**src/design/cbs_pkg.sv**
```systemverilog
// shared types, constants and tables of the cubic b-spline curve stream
package cbs_pkg;

    localparam int OUT_W      = 18;   // curve sample width
    localparam int CFG_W      = 5;    // samples-per-segment register width
    localparam int T_W        = 17;   // q1.16 curve parameter, room for 1.0
    localparam int W_W        = 16;   // q0.16 basis weight
    localparam int X_W        = 19;   // weight numerator scaled by 2^-32
    localparam int DIV6_SHIFT = 20;

    localparam logic [T_W-1:0]   T_ONE      = 17'd65536;
    localparam logic [CFG_W-1:0] CFG_RESET  = 5'd8;
    // ceil(2^20 / 6): exact floor division by six for values below 2^19
    localparam logic [18:0]      DIV6_RECIP = 19'd174763;

    typedef struct packed {
        logic           start;
        logic [T_W-1:0] t;
    } t_smp_req;

    // round(65536 / o), o = 0 and o = 1 both give 1.0
    function automatic logic [T_W-1:0] recip_q16(input logic [CFG_W-1:0] o);
        logic [T_W-1:0] r;
        case (o)
            5'd0:    r = 17'd65536;
            5'd1:    r = 17'd65536;
            5'd2:    r = 17'd32768;
            5'd3:    r = 17'd21845;
            5'd4:    r = 17'd16384;
            5'd5:    r = 17'd13107;
            5'd6:    r = 17'd10923;
            5'd7:    r = 17'd9362;
            5'd8:    r = 17'd8192;
            5'd9:    r = 17'd7282;
            5'd10:   r = 17'd6554;
            5'd11:   r = 17'd5958;
            5'd12:   r = 17'd5461;
            5'd13:   r = 17'd5041;
            5'd14:   r = 17'd4681;
            5'd15:   r = 17'd4369;
            5'd16:   r = 17'd4096;
            5'd17:   r = 17'd3855;
            5'd18:   r = 17'd3641;
            5'd19:   r = 17'd3449;
            5'd20:   r = 17'd3277;
            5'd21:   r = 17'd3121;
            5'd22:   r = 17'd2979;
            5'd23:   r = 17'd2849;
            5'd24:   r = 17'd2731;
            5'd25:   r = 17'd2621;
            5'd26:   r = 17'd2521;
            5'd27:   r = 17'd2427;
            5'd28:   r = 17'd2341;
            5'd29:   r = 17'd2260;
            5'd30:   r = 17'd2185;
            5'd31:   r = 17'd2114;
            default: r = 17'd65536;
        endcase
        return r;
    endfunction

endpackage

```
**src/design/cbs_sample_unit.sv**
```systemverilog
// one curve sample: basis weights and weighted sum on a single shared multiplier
module cbs_sample_unit #(
    parameter int COORD_BITS = 16
) (
    input  logic                               i_clk,
    input  logic                               i_rst_n,
    input  cbs_pkg::t_smp_req                  i_req,
    input  logic signed [COORD_BITS+1:0]       i_seg_x [4],
    input  logic signed [COORD_BITS+1:0]       i_seg_y [4],
    output logic                               o_done,
    output logic signed [cbs_pkg::OUT_W-1:0]   o_curve_x,
    output logic signed [cbs_pkg::OUT_W-1:0]   o_curve_y
);
    import cbs_pkg::*;

    localparam int PW    = COORD_BITS + 2;
    localparam int MA    = 34;
    localparam int MB    = (PW > 20) ? PW : 20;
    localparam int PRW   = MA + MB;
    localparam int ACC_W = PW + W_W + 3;
    localparam int RW    = (ACC_W > OUT_W + 16) ? ACC_W : OUT_W + 16;

    localparam logic [4:0] SS_IDLE   = 5'd0;
    localparam logic [4:0] SS_SQR_T  = 5'd1;
    localparam logic [4:0] SS_SQR_S  = 5'd2;
    localparam logic [4:0] SS_CUBE_T = 5'd3;
    localparam logic [4:0] SS_T2S    = 5'd4;
    localparam logic [4:0] SS_CUBE_S = 5'd5;
    localparam logic [4:0] SS_SUM_M  = 5'd6;
    localparam logic [4:0] SS_DIV_W1 = 5'd7;
    localparam logic [4:0] SS_DIV_W3 = 5'd8;
    localparam logic [4:0] SS_DIV_W2 = 5'd9;
    localparam logic [4:0] SS_MAC_X0 = 5'd10;
    localparam logic [4:0] SS_MAC_X1 = 5'd11;
    localparam logic [4:0] SS_MAC_X2 = 5'd12;
    localparam logic [4:0] SS_MAC_X3 = 5'd13;
    localparam logic [4:0] SS_MAC_Y0 = 5'd14;
    localparam logic [4:0] SS_MAC_Y1 = 5'd15;
    localparam logic [4:0] SS_MAC_Y2 = 5'd16;
    localparam logic [4:0] SS_MAC_Y3 = 5'd17;
    localparam logic [4:0] SS_FIN    = 5'd18;

    logic [4:0]               r_step, n_step;
    logic                     r_done;
    logic [T_W-1:0]           r_t, r_s;
    logic signed [PRW-1:0]    r_prod;
    logic signed [MA-1:0]     mul_a;
    logic signed [MB-1:0]     mul_b;
    logic signed [PRW-1:0]    mul_p;
    logic [31:0]              r_t2;
    logic [32:0]              r_s2;
    logic [47:0]              r_m;
    logic [49:0]              r_m3, r_p;
    logic [51:0]              r_p3;
    logic [52:0]              p3_ceil;
    logic [X_W-1:0]           r_x1, r_x2, r_x3, r_x4;
    logic [W_W-1:0]           r_w [4];
    logic signed [ACC_W-1:0]  r_acc_x, r_acc_y;
    logic signed [RW-1:0]     rnd_x, rnd_y;

    // operand select for the shared multiplier
    always_comb begin
        mul_a = '0;
        mul_b = '0;
        case (r_step)
            SS_SQR_T:  begin mul_a = MA'(r_t);        mul_b = MB'(r_t);        end
            SS_SQR_S:  begin mul_a = MA'(r_s);        mul_b = MB'(r_s);        end
            SS_CUBE_T: begin mul_a = MA'(r_t2);       mul_b = MB'(r_t);        end
            SS_T2S:    begin mul_a = MA'(r_t2);       mul_b = MB'(r_s);        end
            SS_CUBE_S: begin mul_a = MA'(r_s2);       mul_b = MB'(r_s);        end
            SS_SUM_M:  begin mul_a = MA'(r_x4);       mul_b = MB'(DIV6_RECIP); end
            SS_DIV_W1: begin mul_a = MA'(r_x1);       mul_b = MB'(DIV6_RECIP); end
            SS_DIV_W3: begin mul_a = MA'(r_x3);       mul_b = MB'(DIV6_RECIP); end
            SS_DIV_W2: begin mul_a = MA'(r_x2);       mul_b = MB'(DIV6_RECIP); end
            SS_MAC_X0: begin mul_a = MA'(r_w[0]);     mul_b = MB'(i_seg_x[0]); end
            SS_MAC_X1: begin mul_a = MA'(r_w[1]);     mul_b = MB'(i_seg_x[1]); end
            SS_MAC_X2: begin mul_a = MA'(r_w[2]);     mul_b = MB'(i_seg_x[2]); end
            SS_MAC_X3: begin mul_a = MA'(r_w[3]);     mul_b = MB'(i_seg_x[3]); end
            SS_MAC_Y0: begin mul_a = MA'(r_w[0]);     mul_b = MB'(i_seg_y[0]); end
            SS_MAC_Y1: begin mul_a = MA'(r_w[1]);     mul_b = MB'(i_seg_y[1]); end
            SS_MAC_Y2: begin mul_a = MA'(r_w[2]);     mul_b = MB'(i_seg_y[2]); end
            SS_MAC_Y3: begin mul_a = MA'(r_w[3]);     mul_b = MB'(i_seg_y[3]); end
            default:   begin mul_a = '0;              mul_b = '0;              end
        endcase
    end

    assign mul_p = mul_a * mul_b;

    // ceil(3p / 2^32) for the second weight
    assign p3_ceil = 53'(r_p3) + 53'(33'h0_FFFF_FFFF);

    always_comb begin
        case (r_step)
            SS_IDLE: n_step = i_req.start ? SS_SQR_T : SS_IDLE;
            SS_FIN:  n_step = SS_IDLE;
            default: n_step = r_step + 5'd1;
        endcase
    end

    always_ff @(posedge i_clk) begin
        if (!i_rst_n) begin
            r_step <= SS_IDLE;
            r_done <= 1'b0;
        end else begin
            r_step <= n_step;
            r_done <= (r_step == SS_FIN);
        end
    end

    // product of the previous slot is consumed while the next one is issued
    always_ff @(posedge i_clk) begin
        r_prod <= mul_p;
        case (r_step)
            SS_IDLE: begin
                r_t <= i_req.t;
                r_s <= T_ONE - i_req.t;
            end
            SS_SQR_S: r_t2 <= r_prod[31:0];
            SS_CUBE_T: r_s2 <= r_prod[32:0];
            SS_T2S: r_x4 <= X_W'(r_prod[47:32]) + X_W'(3);
            SS_CUBE_S: r_m <= r_prod[47:0];
            SS_SUM_M: begin
                r_x1 <= X_W'(r_prod[48:32]) + X_W'(3);
                r_m3 <= 50'({r_m, 1'b0}) + 50'(r_m);
                r_p  <= 50'(r_m) + 50'({r_t2, 16'd0});
            end
            SS_DIV_W1: begin
                r_w[3] <= r_prod[DIV6_SHIFT +: W_W];
                r_x3   <= X_W'(r_m3[49:32]) + X_W'({r_t, 1'b0}) + X_W'(r_t) + X_W'(65539);
                r_p3   <= 52'({r_p, 1'b0}) + 52'(r_p);
            end
            SS_DIV_W3: begin
                r_w[0] <= r_prod[DIV6_SHIFT +: W_W];
                r_x2   <= X_W'(262147) - X_W'(p3_ceil[52:32]);
            end
            SS_DIV_W2: r_w[2] <= r_prod[DIV6_SHIFT +: W_W];
            SS_MAC_X0: r_w[1] <= r_prod[DIV6_SHIFT +: W_W];
            SS_MAC_X1: r_acc_x <= ACC_W'(r_prod);
            SS_MAC_X2: r_acc_x <= r_acc_x + ACC_W'(r_prod);
            SS_MAC_X3: r_acc_x <= r_acc_x + ACC_W'(r_prod);
            SS_MAC_Y0: r_acc_x <= r_acc_x + ACC_W'(r_prod);
            SS_MAC_Y1: r_acc_y <= ACC_W'(r_prod);
            SS_MAC_Y2: r_acc_y <= r_acc_y + ACC_W'(r_prod);
            SS_MAC_Y3: r_acc_y <= r_acc_y + ACC_W'(r_prod);
            SS_FIN:    r_acc_y <= r_acc_y + ACC_W'(r_prod);
            default: ;
        endcase
    end

    // round half up out of q16, then wrap to the output width
    assign rnd_x = (RW'(r_acc_x) + RW'(32768)) >>> 16;
    assign rnd_y = (RW'(r_acc_y) + RW'(32768)) >>> 16;

    assign o_done    = r_done;
    assign o_curve_x = rnd_x[OUT_W-1:0];
    assign o_curve_y = rnd_y[OUT_W-1:0];

endmodule

```
**src/design/cubic_b_spline_curve_stream_unit.sv**
```systemverilog
// top level of the uniform cubic b-spline curve stream
//
//  channel   direction  handshake                  payload
//  ------    ---------  -------------------------  ------------------------------------
//  config    in         i_cfg_valid / o_cfg_ready  i_points_per_segment
//  points    in         i_valid / o_ready          i_point_x, i_point_y, i_last_point
//  curve     out        o_valid / i_ready          o_curve_x, o_curve_y, o_curve_end
//
//  a curve sample runs through the start, 17 shared-multiplier slots (cubes, four divisions
//  by six, eight weighted products), a drain slot and the hand-off
//  a point is held while its segments run (one inside a curve, up to two for the closing
//  point); the first two points and a lone point run none; o_ready is low meanwhile
//  synchronous active-low reset clears control, r_seen and loads o = 8; no clearing pass
//  a stalled output holds the sequencer at the sample hand-off, no result is dropped
module cubic_b_spline_curve_stream_unit #(
    parameter int COORD_BITS         = 16,
    parameter int MAX_SEGMENT_POINTS = 31
) (
    input  logic                                 i_clk,
    input  logic                                 i_rst_n,
    // configuration write
    input  logic                                 i_cfg_valid,
    output logic                                 o_cfg_ready,
    input  logic [cbs_pkg::CFG_W-1:0]            i_points_per_segment,
    // control points
    input  logic                                 i_valid,
    output logic                                 o_ready,
    input  logic signed [COORD_BITS-1:0]         i_point_x,
    input  logic signed [COORD_BITS-1:0]         i_point_y,
    input  logic                                 i_last_point,
    // curve samples
    output logic                                 o_valid,
    input  logic                                 i_ready,
    output logic signed [cbs_pkg::OUT_W-1:0]     o_curve_x,
    output logic signed [cbs_pkg::OUT_W-1:0]     o_curve_y,
    output logic                                 o_curve_end
);
    import cbs_pkg::*;

    localparam int PW = COORD_BITS + 2;                           // room for reflected points
    localparam int EW = (COORD_BITS > OUT_W) ? COORD_BITS : OUT_W;

    localparam logic [1:0] ST_IDLE = 2'd0;   // waiting for a point
    localparam logic [1:0] ST_RUN  = 2'd1;   // sample unit busy
    localparam logic [1:0] ST_EMIT = 2'd2;   // sample ready, output register full
    localparam logic [1:0] ST_END  = 2'd3;   // closing exact point

    // reflected phantom point 2a - b
    function automatic logic signed [PW-1:0] reflect(
        input logic signed [COORD_BITS-1:0] a,
        input logic signed [COORD_BITS-1:0] b
    );
        return (PW'(a) <<< 1) - PW'(b);
    endfunction

    logic [1:0]                     r_state;
    logic [CFG_W-1:0]               r_cfg;
    logic [1:0]                     r_seen;
    logic                           r_start;
    logic                           r_seg2;     // final segment still to run
    logic                           r_last;     // closing point still to send
    logic                           r_out_valid;
    logic signed [OUT_W-1:0]        r_out_x, r_out_y;
    logic                           r_out_end;

    logic signed [COORD_BITS-1:0]   r_win_x [3];
    logic signed [COORD_BITS-1:0]   r_win_y [3];
    logic signed [COORD_BITS-1:0]   r_nx, r_ny;
    logic signed [PW-1:0]           r_seg_x [4];
    logic signed [PW-1:0]           r_seg_y [4];
    logic signed [PW-1:0]           r_nxt_x [4];
    logic signed [PW-1:0]           r_nxt_y [4];
    logic [CFG_W-1:0]               r_o, r_k;
    logic [T_W-1:0]                 r_t, r_rec;

    logic [CFG_W-1:0]               o_eff;
    logic signed [PW-1:0]           n_seg1_x [4];
    logic signed [PW-1:0]           n_seg1_y [4];
    logic signed [PW-1:0]           n_seg2_x [4];
    logic signed [PW-1:0]           n_seg2_y [4];
    logic                           acc_in, out_free, emit_smp, emit_end, seg_done;
    logic                           seen_ge1, seen_ge2, start_in;
    logic signed [EW-1:0]           end_x, end_y;

    t_smp_req                       smp_req;
    logic                           smp_done;
    logic signed [OUT_W-1:0]        smp_x, smp_y;

    // samples per segment: zero acts as one, large values clip
    always_comb begin
        if (r_cfg == '0) begin
            o_eff = CFG_W'(1);
        end else if (r_cfg > CFG_W'(MAX_SEGMENT_POINTS)) begin
            o_eff = CFG_W'(MAX_SEGMENT_POINTS);
        end else begin
            o_eff = r_cfg;
        end
    end

    assign seen_ge1 = |r_seen;
    assign seen_ge2 = r_seen[1];

    // segment ending at the new point; head is reflected for the third point
    assign n_seg1_x[0] = (r_seen == 2'd2) ? reflect(r_win_x[1], r_win_x[2]) : PW'(r_win_x[0]);
    assign n_seg1_y[0] = (r_seen == 2'd2) ? reflect(r_win_y[1], r_win_y[2]) : PW'(r_win_y[0]);
    assign n_seg1_x[1] = PW'(r_win_x[1]);
    assign n_seg1_y[1] = PW'(r_win_y[1]);
    assign n_seg1_x[2] = PW'(r_win_x[2]);
    assign n_seg1_y[2] = PW'(r_win_y[2]);
    assign n_seg1_x[3] = PW'(i_point_x);
    assign n_seg1_y[3] = PW'(i_point_y);

    // closing segment with the reflected tail; two-point curve reflects the head too
    assign n_seg2_x[0] = (r_seen == 2'd1) ? reflect(r_win_x[2], i_point_x) : PW'(r_win_x[1]);
    assign n_seg2_y[0] = (r_seen == 2'd1) ? reflect(r_win_y[2], i_point_y) : PW'(r_win_y[1]);
    assign n_seg2_x[1] = PW'(r_win_x[2]);
    assign n_seg2_y[1] = PW'(r_win_y[2]);
    assign n_seg2_x[2] = PW'(i_point_x);
    assign n_seg2_y[2] = PW'(i_point_y);
    assign n_seg2_x[3] = reflect(i_point_x, r_win_x[2]);
    assign n_seg2_y[3] = reflect(i_point_y, r_win_y[2]);

    assign o_cfg_ready = 1'b1;
    assign o_ready     = (r_state == ST_IDLE);
    assign acc_in      = i_valid && o_ready;
    assign start_in    = seen_ge2 || (i_last_point && seen_ge1);

    assign out_free = !r_out_valid || i_ready;
    assign emit_smp = ((r_state == ST_RUN && smp_done) || r_state == ST_EMIT) && out_free;
    assign emit_end = (r_state == ST_END) && out_free;
    assign seg_done = (r_k == r_o - CFG_W'(1));

    assign end_x = EW'(r_nx);
    assign end_y = EW'(r_ny);

    assign smp_req.start = r_start;
    assign smp_req.t     = r_t;

    cbs_sample_unit #(
        .COORD_BITS (COORD_BITS)
    ) u_sample (
        .i_clk     (i_clk),
        .i_rst_n   (i_rst_n),
        .i_req     (smp_req),
        .i_seg_x   (r_seg_x),
        .i_seg_y   (r_seg_y),
        .o_done    (smp_done),
        .o_curve_x (smp_x),
        .o_curve_y (smp_y)
    );

    // control
    always_ff @(posedge i_clk) begin
        if (!i_rst_n) begin
            r_state     <= ST_IDLE;
            r_cfg       <= CFG_RESET;
            r_seen      <= 2'd0;
            r_start     <= 1'b0;
            r_seg2      <= 1'b0;
            r_last      <= 1'b0;
            r_out_valid <= 1'b0;
        end else begin
            // one-cycle start pulse: first sample of a point or the next sample
            r_start <= (acc_in && start_in) || (emit_smp && (!seg_done || r_seg2));
            if (i_cfg_valid) begin
                r_cfg <= i_points_per_segment;
            end

            if (emit_smp || emit_end) begin
                r_out_valid <= 1'b1;
            end else if (i_ready) begin
                r_out_valid <= 1'b0;
            end

            case (r_state)
                ST_IDLE: begin
                    if (acc_in) begin
                        r_last <= i_last_point;
                        r_seg2 <= seen_ge2 && i_last_point;
                        if (start_in) begin
                            r_state <= ST_RUN;
                        end else if (i_last_point) begin
                            // lone point goes straight out
                            r_state <= ST_END;
                        end
                        if (i_last_point) begin
                            r_seen <= 2'd0;
                        end else if (r_seen != 2'd3) begin
                            r_seen <= r_seen + 2'd1;
                        end
                    end
                end
                ST_RUN, ST_EMIT: begin
                    if (emit_smp) begin
                        if (!seg_done || r_seg2) begin
                            r_state <= ST_RUN;
                            if (seg_done) begin
                                r_seg2 <= 1'b0;
                            end
                        end else if (r_last) begin
                            r_state <= ST_END;
                        end else begin
                            r_state <= ST_IDLE;
                        end
                    end else if (r_state == ST_RUN && smp_done) begin
                        r_state <= ST_EMIT;
                    end
                end
                ST_END: begin
                    if (emit_end) begin
                        r_last  <= 1'b0;
                        r_state <= ST_IDLE;
                    end
                end
                default: r_state <= ST_IDLE;
            endcase
        end
    end

    // datapath
    always_ff @(posedge i_clk) begin
        if (acc_in) begin
            r_nx  <= i_point_x;
            r_ny  <= i_point_y;
            r_o   <= o_eff;
            r_rec <= recip_q16(o_eff);
            r_k   <= '0;
            r_t   <= '0;
            for (int i = 0; i < 4; i++) begin
                r_seg_x[i] <= seen_ge2 ? n_seg1_x[i] : n_seg2_x[i];
                r_seg_y[i] <= seen_ge2 ? n_seg1_y[i] : n_seg2_y[i];
                r_nxt_x[i] <= n_seg2_x[i];
                r_nxt_y[i] <= n_seg2_y[i];
            end
            if (!i_last_point) begin
                r_win_x[0] <= r_win_x[1];
                r_win_y[0] <= r_win_y[1];
                r_win_x[1] <= r_win_x[2];
                r_win_y[1] <= r_win_y[2];
                r_win_x[2] <= i_point_x;
                r_win_y[2] <= i_point_y;
            end
        end

        if (emit_smp) begin
            r_out_x   <= smp_x;
            r_out_y   <= smp_y;
            r_out_end <= 1'b0;
            if (seg_done) begin
                // next segment restarts at t = 0
                r_k <= '0;
                r_t <= '0;
                for (int i = 0; i < 4; i++) begin
                    r_seg_x[i] <= r_nxt_x[i];
                    r_seg_y[i] <= r_nxt_y[i];
                end
            end else begin
                r_k <= r_k + CFG_W'(1);
                r_t <= r_t + r_rec;
            end
        end else if (emit_end) begin
            r_out_x   <= end_x[OUT_W-1:0];
            r_out_y   <= end_y[OUT_W-1:0];
            r_out_end <= 1'b1;
        end
    end

    assign o_valid     = r_out_valid;
    assign o_curve_x   = r_out_x;
    assign o_curve_y   = r_out_y;
    assign o_curve_end = r_out_end;

endmodule
```
**config.mk**
```make
export PLATFORM = sky130hd
export DESIGN_NAME = cubic_b_spline_curve_stream_unit
export DESIGN_NICKNAME = d
export VERILOG_FILES = /design/src/design/cbs_pkg.sv /design/src/design/cbs_sample_unit.sv /design/src/design/cubic_b_spline_curve_stream_unit.sv
export SDC_FILE = /design/constraint.sdc
export NUM_CORES = 2
export LEC_CHECK = 0
export BUFFER_PORTS_ARGS = -buffer_cell sky130_fd_sc_hd__buf_2
export CAP_MARGIN = 20
export CORE_ASPECT_RATIO = 1.75
export CORE_MARGIN = 2
export CORE_UTILIZATION = 45
export DETAILED_ROUTE_END_ITERATION = 10
export HOLD_SLACK_MARGIN = 0.12
export RECOVER_POWER = 100
export REMOVE_ABC_BUFFERS = 1
export SYNTH_ARGS = -nofsm -noshare
export SYNTH_HDL_FRONTEND = slang
export SYNTH_SLANG_ARGS = --single-unit
```
**constraint.sdc**
```tcl
create_clock -name i_clk -period 17.4 [get_ports i_clk]
set_input_delay 0.87 -clock i_clk [delete_from_list [all_inputs] [get_ports i_clk]]
set_output_delay 0.87 -clock i_clk [all_outputs]
set_load 0.01 [all_outputs]
```
==> results.json <==
{
  "gp_congestion": 0.928,
  "final_nets": 8663,
  "fillers": 15400,
  "die_h_um": 542,
  "startpoint": "u_sample.r_step[0]",
  "rsz0062_at_grt": "no",
  "cts_buffers": 98,
  "final_layout_size_suffix_gt1_share_pct": 4.14,
  "io_pins": 83,
  "insertion_delay_ns": 0.74,
  "max_freq_mhz": 74.1,
  "status": "finished with violations",
  "vias": 56400,
  "clk_path_buf_depth": 3,
  "slowest_delay_ns": 2.19,
  "critical_path.top_delay_family": "buffers and inverters",
  "io_buffers": 81,
  "post_synth.cell_area_avg_um2": 9.93,
  "period_needed_ns": 13.49,
  "synth.distinct_cells": 91,
  "start_kind": "flop",
  "first_pass_iters": 6,
  "clkSinkCount": 992,
  "yosysTopAreaCell": "edfxtp_1",
  "placedCellCount": 9595,
  "synthCells": 7481,
  "synth-main-ff-cell": "edfxtp_1",
  "cts_hold_buf": 0,
  "synth_edf_count": 779,
  "arrival_ns": 14.04,
  "drcViolationCount": 0,
  "cts_root_buf": "clkbuf_16",
  "leakage_nw": 33.0,
  "drv_slew": 1640,
  "power_density_mw_per_mm2": 102,
  "dr.first_iter.drc_count": 3850,
  "ant_nets": 0,
  "hold_path.class": "in -> reg",
  "maxCapViolations": 39,
  "synth-seq-cells": 992,
  "start_util_pct": 45.2,
  "tritoncts": "built",
  "yosysTopAreaCellShare_pct": 31.5,
  "relSlewSlack_pct": -132,
  "yosys-top-cells-area": "edfxtp_1 (31%), fa_1 (16%), ha_1 (9.0%)",
  "cts-resized-gates": 0,
  "setup_tns_ns": 0,
  "cp.required_ns": 17.95,
  "r2r_start": "u_sample.r_step[0]",
  "violations": "max-capacitance violations, max-slew violations",
  "ys_async_sr_fraction_pct": 0,
  "min_from": "i_points_per_segment[3]",
  "final_cells": 9790,
  "ys_seq_area_share_pct": 37.2,
  "die_area_mm2": 0.169,
  "yosys_warnings": 0,
  "final-hold-violation-count": 0,
  "critical_path_buf_inv_count": 8,
  "skew_ns": 0.0903,
  "setup_viol_count_final": 0,
  "fp.dieW_um": 311,
  "crit_path_frequent_cell": "fa_1",
  "wl_per_cell_um": 25.0,
  "antenna_found_initial": 21,
  "h-tree-depth": 3,
  "crit_slowest_cell": "clkbuf_1",
  "fin_crit_sh_pct": 77.5,
  "mappedNetlistArea_mm2": 0.0743,
  "wl_um": 244000,
  "end_kind": "flop",
  "grt.overflow.total": 0,
  "power_mw": 8.20,
  "vias_per_cell": 5.76,
  "coreArea_mm2": 0.164,
  "clk_pin_slew_ns": 0.07,
  "grt_pass1_vias": 58500,
  "dp_hpwl_um": 188000,
  "grt_max_degree": 77,
  "gr-usage-all-layers_pct": 29.0,
  "area.growth.synth_to_final_pct": 8.44,
  "peakVddDrop_uv": 88.9,
  "worstSetupPathType": "reg -> reg",
  "rrSetupSlack_ns": 3.91,
  "tightestPinTransition_ns": 3.48,
  "cp_max_fo": 57,
  "postCtsSetupRepairBufs": 0,
  "fp-row-count": 197,
  "grt_pass1_wl_um": 364000
}
kinds of logic after synthesis:
| group | Yosys count | share of synthesized area [%] |
|---|---|---|
| adder cells (fa/ha/maj) | 1113 | 24.6 |
| AND/OR/NAND/NOR | 2153 | 12.7 |
| XOR/XNOR | 385 | 4.54 |
| buffers and inverters | 1152 | 5.83 |
| multiplexers | 116 | 1.63 |
| other | 1 | 0.00505 |
| flip-flops | 992 | 37.2 |
| AO/OA/AOI/OAI | 1569 | 13.5 |
synthesized netlist by cell type, types with 20 or more instances:
cell / instances
fa_1: 580
edfxtp_1: 779
or3_1: 51
and2_1: 32
nor3_1: 104
nor4_1: 21
o21bai_1: 33
nand4_1: 36
dfxtp_1: 213
nand2b_1: 56
xor2_1: 143
a211o_1: 20
a211oi_1: 59
mux2i_1: 95
nor2b_1: 68
nor2_1: 702
nand2_1: 834
o21a_1: 63
ha_1: 533
a22o_1: 30
o211ai_1: 25
a21o_1: 121
a22oi_1: 127
inv_1: 860
nand3_1: 113
xnor2_1: 242
o31ai_1: 26
clkbuf_1: 268
and3_1: 65
o21ai_0: 405
a21oi_1: 443
a31oi_1: 32
state kept, by name, indices dropped and copies added, names as in the netlist, 33 cells and up:
register / cells
r_seg_y: 72
u_sample.r_w: 64
r_win_x: 48
u_sample.r_m: 48
u_sample.r_s2: 33
r_nxt_y: 52
u_sample.r_p: 48
r_seg_x: 72
r_win_y: 48
u_sample.r_prod: 49
u_sample.r_acc_x: 34
u_sample.r_p3: 51
u_sample.r_acc_y: 34
r_nxt_x: 52
worst paths after layout:
check        cells past startpoint                  end
max reg2reg                     34  u_sample.r_prod[47]
min                              3             r_cfg[3]
min reg2reg                      2          r_seg_y[46]
max                             34  u_sample.r_prod[47]
per-stage QoR:
stage	util (%)	hold slack (ns)	worst slack, ns	instance area, µm²
after CTS	49.3	0.358	6.59	81000
final	49.0	0.388	3.91	80600
after detailed placement	47.2	0.426	6.73	77600
after global placement	47.2	0.419	6.81	77600
after global routing	49.0	0.419	3.03	80600
after floorplan	-	0.412	4.89	73200
worst min-delay path: stages:
cell and delay [ns]:
buf_2 0.08, nand2_1 0.06, o211ai_1 0.07
cell usage in the layout, fill, tap and decap left out, types with 33 or more instances in the layout:
master       n
a211oi_1    55
a21o_1     121
a21oi_1    442
a22oi_1    126
a31oi_1     33
and3_1      65
buf_4       72
clkbuf_1   147
clkbuf_16  100
dfxtp_1    213
edfxtp_1   779
fa_1       580
ha_1       533
inv_1      859
mux2i_1     95
nand2_1    834
nand2b_1    56
nand3_1    112
nand4_1     36
nor2_1     691
nor2b_1     68
nor3_1     100
o21a_1      63
o21ai_0    407
o21bai_1    33
or3_1       51
xnor2_1    242
xor2_1     143
metal layers:
metal  vias to the layer above  track usage (%)  share of wire [%]
met2                      1747             54.1                 52
li1                      25800                -                  -
met3                       713             3.96                4.9
met5                         -                0              0.045
met4                        16             22.2                9.3
met1                     28100             28.9                 33
power by group:
| part | internal (mW) | total, mW | switching, mW |
|---|---|---|---|
| clock | 1.25 | 2.27 | 1.01 |
| sequential | 3.14 | 3.56 | 0.424 |
| combinational | 0.880 | 2.37 | 1.49 |
final cells by class:
cell class                      instances  area (µm²)  area share (%)
Antenna cell                           10        25.0          0.0311
Sequential cell                       992       27700            34.3
Inverter                              862        3240            4.02
Timing Repair Buffer                  216        1100            1.37
Clock buffer                          127        2710            3.37
Multi-Input combinational cell       5337       42400            52.7
Clock inverter                         57         669           0.831
Tap cell                             2189        2740            3.40
Note: power is estimated with default switching activity, not from simulation.
